<file path="src/psg_pkg.sv">
package psg_pkg;

  localparam int LIMIT_W     = 9;
  localparam int PRIME_W     = 8;
  localparam int MARK_W      = LIMIT_W + 1;
  localparam int PRIME_RANGE = 256;
  localparam int DEFAULT_MAX_N = 256;
  localparam logic [LIMIT_W-1:0] FIRST_PRIME = LIMIT_W'(2);

  typedef enum logic [2:0] {
    ST_IDLE,
    ST_CLEAR,
    ST_READ,
    ST_CHECK,
    ST_MARK,
    ST_FLUSH
  } state_e;

endpackage

</file>
<file path="src/psg_bitmap.sv">
module psg_bitmap #(
  parameter int DEPTH = 256,
  parameter int AW    = 8
) (
  input  logic          clk_i,
  input  logic          wr_en_i,
  input  logic [AW-1:0] wr_addr_i,
  input  logic          wr_data_i,
  input  logic          rd_en_i,
  input  logic [AW-1:0] rd_addr_i,
  output logic          rd_data_o
);

  logic mem [DEPTH];

  always_ff @(posedge clk_i) begin
    if (wr_en_i) begin
      mem[wr_addr_i] <= wr_data_i;
    end
  end

  always_ff @(posedge clk_i) begin
    if (rd_en_i) begin
      rd_data_o <= mem[rd_addr_i];
    end
  end

endmodule

</file>
<file path="src/prime_sieve_generator.sv">
// Sieve of Eratosthenes over one limit word at a time. A limit word on the
// input channel starts a run. Every prime strictly below the limit leaves on
// the output channel as one word, in ascending order, with last_o set on the
// largest one. A limit of 2 or less gives no output word at all. A limit above
// the smaller of MAX_N and 256 is clamped to that value. The composite flags
// live in a one-bit-wide synchronous memory of MAX_N entries, with one write
// port and one read port. A run goes through these steps:
//   - clearing the map writes a zero to each entry below the limit
//   - each candidate gets a memory read and then a check
//   - each prime p marks its multiples 2p, 3p, ... below the limit
// A stalled output can hold the sieve at the next prime found. The input
// stalls for the whole run. It takes the next limit once the final prime sits
// in the output register, so the output may still be waiting while a new run
// starts.
module prime_sieve_generator
  #(
  parameter int MAX_N = psg_pkg::DEFAULT_MAX_N
) (
  input  logic                         clk_i,
  input  logic                         rst_ni,
  input  logic                         in_valid_i,
  output logic                         in_stall_o,
  input  logic [psg_pkg::LIMIT_W-1:0]  limit_i,
  output logic                         out_valid_o,
  input  logic                         out_stall_i,
  output logic [psg_pkg::PRIME_W-1:0]  prime_o,
  output logic                         last_o
);

  import psg_pkg::*;

  localparam int AW = (MAX_N > 1) ? $clog2(MAX_N) : 1;
  localparam logic [LIMIT_W-1:0] LIM_CAP =
    (MAX_N < PRIME_RANGE) ? LIMIT_W'(MAX_N) : LIMIT_W'(PRIME_RANGE);

  state_e state_q, state_d;

  logic [LIMIT_W-1:0] lim_q, lim_d;     // effective limit of this run
  logic [LIMIT_W-1:0] cand_q, cand_d;   // candidate under test
  logic [MARK_W-1:0]  mark_q, mark_d;   // multiple being marked
  logic [LIMIT_W-1:0] clr_q, clr_d;     // clear sweep pointer
  logic               pend_valid_q, pend_valid_d;
  logic [PRIME_W-1:0] pend_q, pend_d;   // prime held back until its successor is known
  logic               out_valid_q, out_valid_d;
  logic [PRIME_W-1:0] prime_q, prime_d;
  logic               last_q, last_d;

  logic               wr_en;
  logic [AW-1:0]      wr_addr;
  logic               wr_data;
  logic               rd_en;
  logic               rd_data;

  logic [LIMIT_W-1:0] eff_lim;
  logic               out_free;
  logic               push_ok;

  assign eff_lim  = (limit_i > LIM_CAP) ? LIM_CAP : limit_i;
  // output register can take a word this cycle
  assign out_free = !out_valid_q || !out_stall_i;
  // a new prime may retire the pending one
  assign push_ok  = !pend_valid_q || out_free;

  assign rd_en = (state_q == ST_READ) && (cand_q < lim_q);

  psg_bitmap #(
    .DEPTH (MAX_N),
    .AW    (AW)
  ) u_bitmap (
    .clk_i     (clk_i),
    .wr_en_i   (wr_en),
    .wr_addr_i (wr_addr),
    .wr_data_i (wr_data),
    .rd_en_i   (rd_en),
    .rd_addr_i (cand_q[AW-1:0]),
    .rd_data_o (rd_data)
  );

  // next state
  always_comb begin
    state_d = state_q;
    unique case (state_q)
      ST_IDLE: begin
        if (in_valid_i) state_d = ST_CLEAR;
      end
      ST_CLEAR: begin
        if (clr_q >= lim_q) state_d = ST_READ;
      end
      ST_READ: begin
        state_d = (cand_q >= lim_q) ? ST_FLUSH : ST_CHECK;
      end
      ST_CHECK: begin
        if (rd_data) begin
          state_d = ST_READ;
        end else if (push_ok) begin
          state_d = ST_MARK;
        end
      end
      ST_MARK: begin
        if (mark_q >= {1'b0, lim_q}) state_d = ST_READ;
      end
      ST_FLUSH: begin
        if (push_ok) state_d = ST_IDLE;
      end
      default: state_d = ST_IDLE;
    endcase
  end

  // datapath and memory control
  always_comb begin
    lim_d        = lim_q;
    cand_d       = cand_q;
    mark_d       = mark_q;
    clr_d        = clr_q;
    pend_valid_d = pend_valid_q;
    pend_d       = pend_q;
    out_valid_d  = out_valid_q && out_stall_i;
    prime_d      = prime_q;
    last_d       = last_q;
    wr_en        = 1'b0;
    wr_addr      = clr_q[AW-1:0];
    wr_data      = 1'b0;
    in_stall_o   = 1'b1;
    unique case (state_q)
      ST_IDLE: begin
        in_stall_o = 1'b0;
        if (in_valid_i) begin
          lim_d        = eff_lim;
          clr_d        = '0;
          cand_d       = FIRST_PRIME;
          pend_valid_d = 1'b0;
        end
      end
      ST_CLEAR: begin
        if (clr_q < lim_q) begin
          wr_en   = 1'b1;
          wr_addr = clr_q[AW-1:0];
          wr_data = 1'b0;
          clr_d   = clr_q + LIMIT_W'(1);
        end
      end
      ST_READ: begin
      end
      ST_CHECK: begin
        if (rd_data) begin
          cand_d = cand_q + LIMIT_W'(1);
        end else if (push_ok) begin
          if (pend_valid_q) begin
            out_valid_d = 1'b1;
            prime_d     = pend_q;
            last_d      = 1'b0;
          end
          pend_valid_d = 1'b1;
          pend_d       = cand_q[PRIME_W-1:0];
          mark_d       = {cand_q, 1'b0};
        end
      end
      ST_MARK: begin
        if (mark_q < {1'b0, lim_q}) begin
          wr_en   = 1'b1;
          wr_addr = mark_q[AW-1:0];
          wr_data = 1'b1;
          mark_d  = mark_q + {1'b0, cand_q};
        end else begin
          cand_d = cand_q + LIMIT_W'(1);
        end
      end
      ST_FLUSH: begin
        if (pend_valid_q && out_free) begin
          out_valid_d  = 1'b1;
          prime_d      = pend_q;
          last_d       = 1'b1;
          pend_valid_d = 1'b0;
        end
      end
      default: begin
      end
    endcase
  end

  always_ff @(posedge clk_i or negedge rst_ni) begin
    if (!rst_ni) begin
      state_q      <= ST_IDLE;
      lim_q        <= '0;
      cand_q       <= FIRST_PRIME;
      mark_q       <= '0;
      clr_q        <= '0;
      pend_valid_q <= 1'b0;
      out_valid_q  <= 1'b0;
    end else begin
      state_q      <= state_d;
      lim_q        <= lim_d;
      cand_q       <= cand_d;
      mark_q       <= mark_d;
      clr_q        <= clr_d;
      pend_valid_q <= pend_valid_d;
      out_valid_q  <= out_valid_d;
    end
  end

  always_ff @(posedge clk_i) begin
    pend_q  <= pend_d;
    prime_q <= prime_d;
    last_q  <= last_d;
  end

  assign out_valid_o = out_valid_q;
  assign prime_o     = prime_q;
  assign last_o      = last_q;

endmodule

</file>
<file path="config.mk">
export PLATFORM = sky130hd
export DESIGN_NAME = prime_sieve_generator
export DESIGN_NICKNAME = d
export VERILOG_FILES = /design/src/psg_pkg.sv /design/src/psg_bitmap.sv /design/src/prime_sieve_generator.sv
export SDC_FILE = /design/constraint.sdc
export NUM_CORES = 1
export LEC_CHECK = 0
export BUFFER_PORTS_ARGS = -buffer_cell sky130_fd_sc_hd__buf_4
export CAP_MARGIN = 20
export CORE_UTILIZATION = 25
export CTS_BUF_LIST = sky130_fd_sc_hd__clkbuf_4 sky130_fd_sc_hd__clkbuf_8
export CTS_CLUSTER_SIZE = 28
export DETAILED_ROUTE_END_ITERATION = 16
export SLEW_MARGIN = 20
export SYNTH_ARGS = -nofsm -noshare
export SYNTH_HDL_FRONTEND = slang
export SYNTH_SLANG_ARGS = --single-unit
</file>
<file path="constraint.sdc">
create_clock -name clk_i -period 5.7 [get_ports clk_i]
set_input_delay 1.14 -clock clk_i [delete_from_list [all_inputs] [get_ports clk_i]]
set_output_delay 1.14 -clock clk_i [all_outputs]
set_load 0.01 [all_outputs]
</file>
==> metrics.cfg <==
[run_status]
status=complete, no violations

[logic_synthesis]
syn-num-nets=1258
synth_simple_gate_area_share_pct=13.33
synth_adder_area_share_pct=3.218
synthFlopType=edfxtp_1
netlist.area_leader.share_pct=53.43
synth_top_family_by_area=simple AND/OR/NAND/NOR gates
synth_xor_area_share_pct=0.7394
synth_edf_count=274
yosysUniqueCellTypes=74
syn_area_mm2=0.01540
syn_inst=1206
synth_top_area_cell=edfxtp_1
synth_seq_area_share_pct=60.27
async_flop_share_pct=13.29
synth_compound_area_share_pct=9.198
synth_seq_cells=316
ys_top_cells_by_area=edfxtp_1, nor2_1, mux4_2
yosys_warnings=0
muxShareOfSynthArea_pct=9.604
syn_avg_cell_area_um2=12.77

[setup_path]
required_ns=6.00
crit_path_end_kind=flip-flop
crit_type=flip-flop to flip-flop
critical_path.top_delay_family=compound AO/OA/AOI/OAI gates
critPathLaunchType=flip-flop
cpPeakStageDelay_ns=0.92
crit_buf_inv=1
path_max_fanout=77
r2r_cells=9
path_depth=9
cp_cell_sequence=ha_1, and4_1, a2111oi_0, o221a_4, buf_4, nand2_1, o31ai_2, nand2_2, nor2_1
arrival_ns=4.78
cpMaxStageDelayCell=o221a_4

[placement]
port_buffers=23
dp_slack_ns=1.217
dpl_cell_area_mm2=0.01622
dp_cells=1945
dp_hpwl_mm=23.45
place_congestion=0.7984

[detailed_routing]
routed_wl_mm=37.56
vias=9914
dr.pass1.iters=6
ant_nets=0
drt-initial-drc-count=736
wire_per_inst_um=18.45
drc=0
viasPerCell=4.869

[sta]
setup-tns-final_ns=0
fin_crit_sh_pct=78.59
hold_ws_ns=0.4297
fin_crit_ns=4.480
finalMaxSlewViolations=0
clock_skew_ns=0.03185
timing.final.hold_violations=0
max_slew_margin_pct=23.48
finalSetupViolCount=0
rsz0062_at_grt=no
setup_slack_ns=1.220
max_freq_ghz=0.2232
worst_pin_slew_ns=1.148

[run]
drv_cap=0

[worst_hold_path]
min_path_type=flip-flop to flip-flop
hold_path_depth=0

[clocking]
cts_root_buf=clkbuf_8
cts-htree-levels=2
clockBufferDepth=3
cts_setup_buffers=0
cts_made_buffers=51
insertion_delay_ns=0.62
cts-resized-gates=0
hold_buffers=0
cts_tree=yes
cts_sinks=316
cts.clk_slew.worst_paths_ns=0.07

[floorplan]
die_area_mm2=0.06259
initial_core_util_pct=25.42
core_mm2=0.06058
rows=90
pin_count=24
die_x_um=250.2
die_h_um=250.2

[final_layout]
post-route-util_pct=28.42
nNetsFinal=1268
fin_cells=2036
drive_above_1_share_pct=18.26
mostFrequentLayoutCells=nor2_1, edfxtp_1, clkbuf_8
antenna_cells=0
final_common_cell=nor2_1
fin_area_mm2=0.01722
area_growth_pct=11.83

[power]
cellPowerDensity_mw_per_mm2=383.1
p_leak_nw=5.706
p_clk_share_pct=29.2
seq_power_share_pct=44.9
switching_share_pct=33.63
p_total_mw=6.597
power_switching_mw=2.218
max-vdd-ir-drop_uv=175.5
intPower_mw=4.378
combPwrFrac_pct=26.0

[global_routing]
grt_usage_pct=12.01
grt_first_pass_wirelength_mm=58.75
grt_pass1_vias=10080
grt_start_max_net_pins=100
grt.overflow.total=0
antenna_found_initial=0

## power groups by stage
stage	registers (mW)	clock network, mW	logic (mW)
after global placement	3.00	0	1.69
after detailed placement	3.01	0	1.71
after global routing	2.98	2.05	1.89
after floorplan	2.85	0	1.33
final	2.96	1.92	1.71
after CTS	2.96	1.96	1.72
## synth_stat cells (7+ instances only)
library cell    n
clkbuf_1       25
a21oi_1        25
a31oi_1         9
nor3_1         15
nor2_1        291
mux4_2         46
nand4_1         9
xnor2_1         7
inv_1          25
buf_6           8
a221oi_1        7
a211oi_1       14
o221ai_1        8
dfrtp_1        41
o21bai_2        9
o21bai_1        8
ha_1           38
and2_1          8
edfxtp_1      274
buf_2          26
mux2i_1        42
nand2_2        14
nor2b_1        12
nand3b_1       14
buf_4          14
nand3_1         9
o21ai_0        38
o22ai_1         9
nand2b_1       10
nand2_1        47
## flip-flops by register name, indices dropped and copies added, names as in the netlist
register	count
cand_q	9
clr_q	9
last_o	1
lim_q	9
mark_q	10
out_valid_o	1
pend_q	8
pend_valid_q	1
prime_o	8
state_q	3
u_bitmap.mem	256
u_bitmap.rd_data_o	1
## area by class of cell
type | instances | area [um^2]
clock buffers | 72 | 884.6
fillers | 6167 | 43360
well taps | 782 | 978.4
multi-input cells | 785 | 5592
flip-flops and latches | 316 | 9288
inverters | 25 | 93.84
clock inverters | 19 | 106.4
repair buffers | 37 | 277.8
## cells by family after synthesis
logic type / after synthesis
fa+ha+maj: 39
xor+xnor: 13
compound gates: 185
buf+inv: 105
simple gates: 458
flops: 316
mux: 90
## worst paths after layout
kind                                start                to  slack, ns
worst min register to register  pend_q[7]        prime_o[7]       0.43
max in group asynchronous          rst_ni         cand_q[0]       4.70
min in group asynchronous          rst_ni        state_q[1]       0.55
worst max register to register  mark_q[3]  u_bitmap.mem[60]       1.22
worst min-delay path            pend_q[7]        prime_o[7]       0.43
worst max-delay path            mark_q[3]  u_bitmap.mem[60]       1.22
## metal layers
layer,vias up,track usage (%),share of wire [%]
met4,0,4.242,2.6
met5,-,0,0
met3,65,1.808,4.9
met2,259,20.91,50
met1,5086,15.06,43
li1,4504,-,-
(Power assumes the default switching activity.)
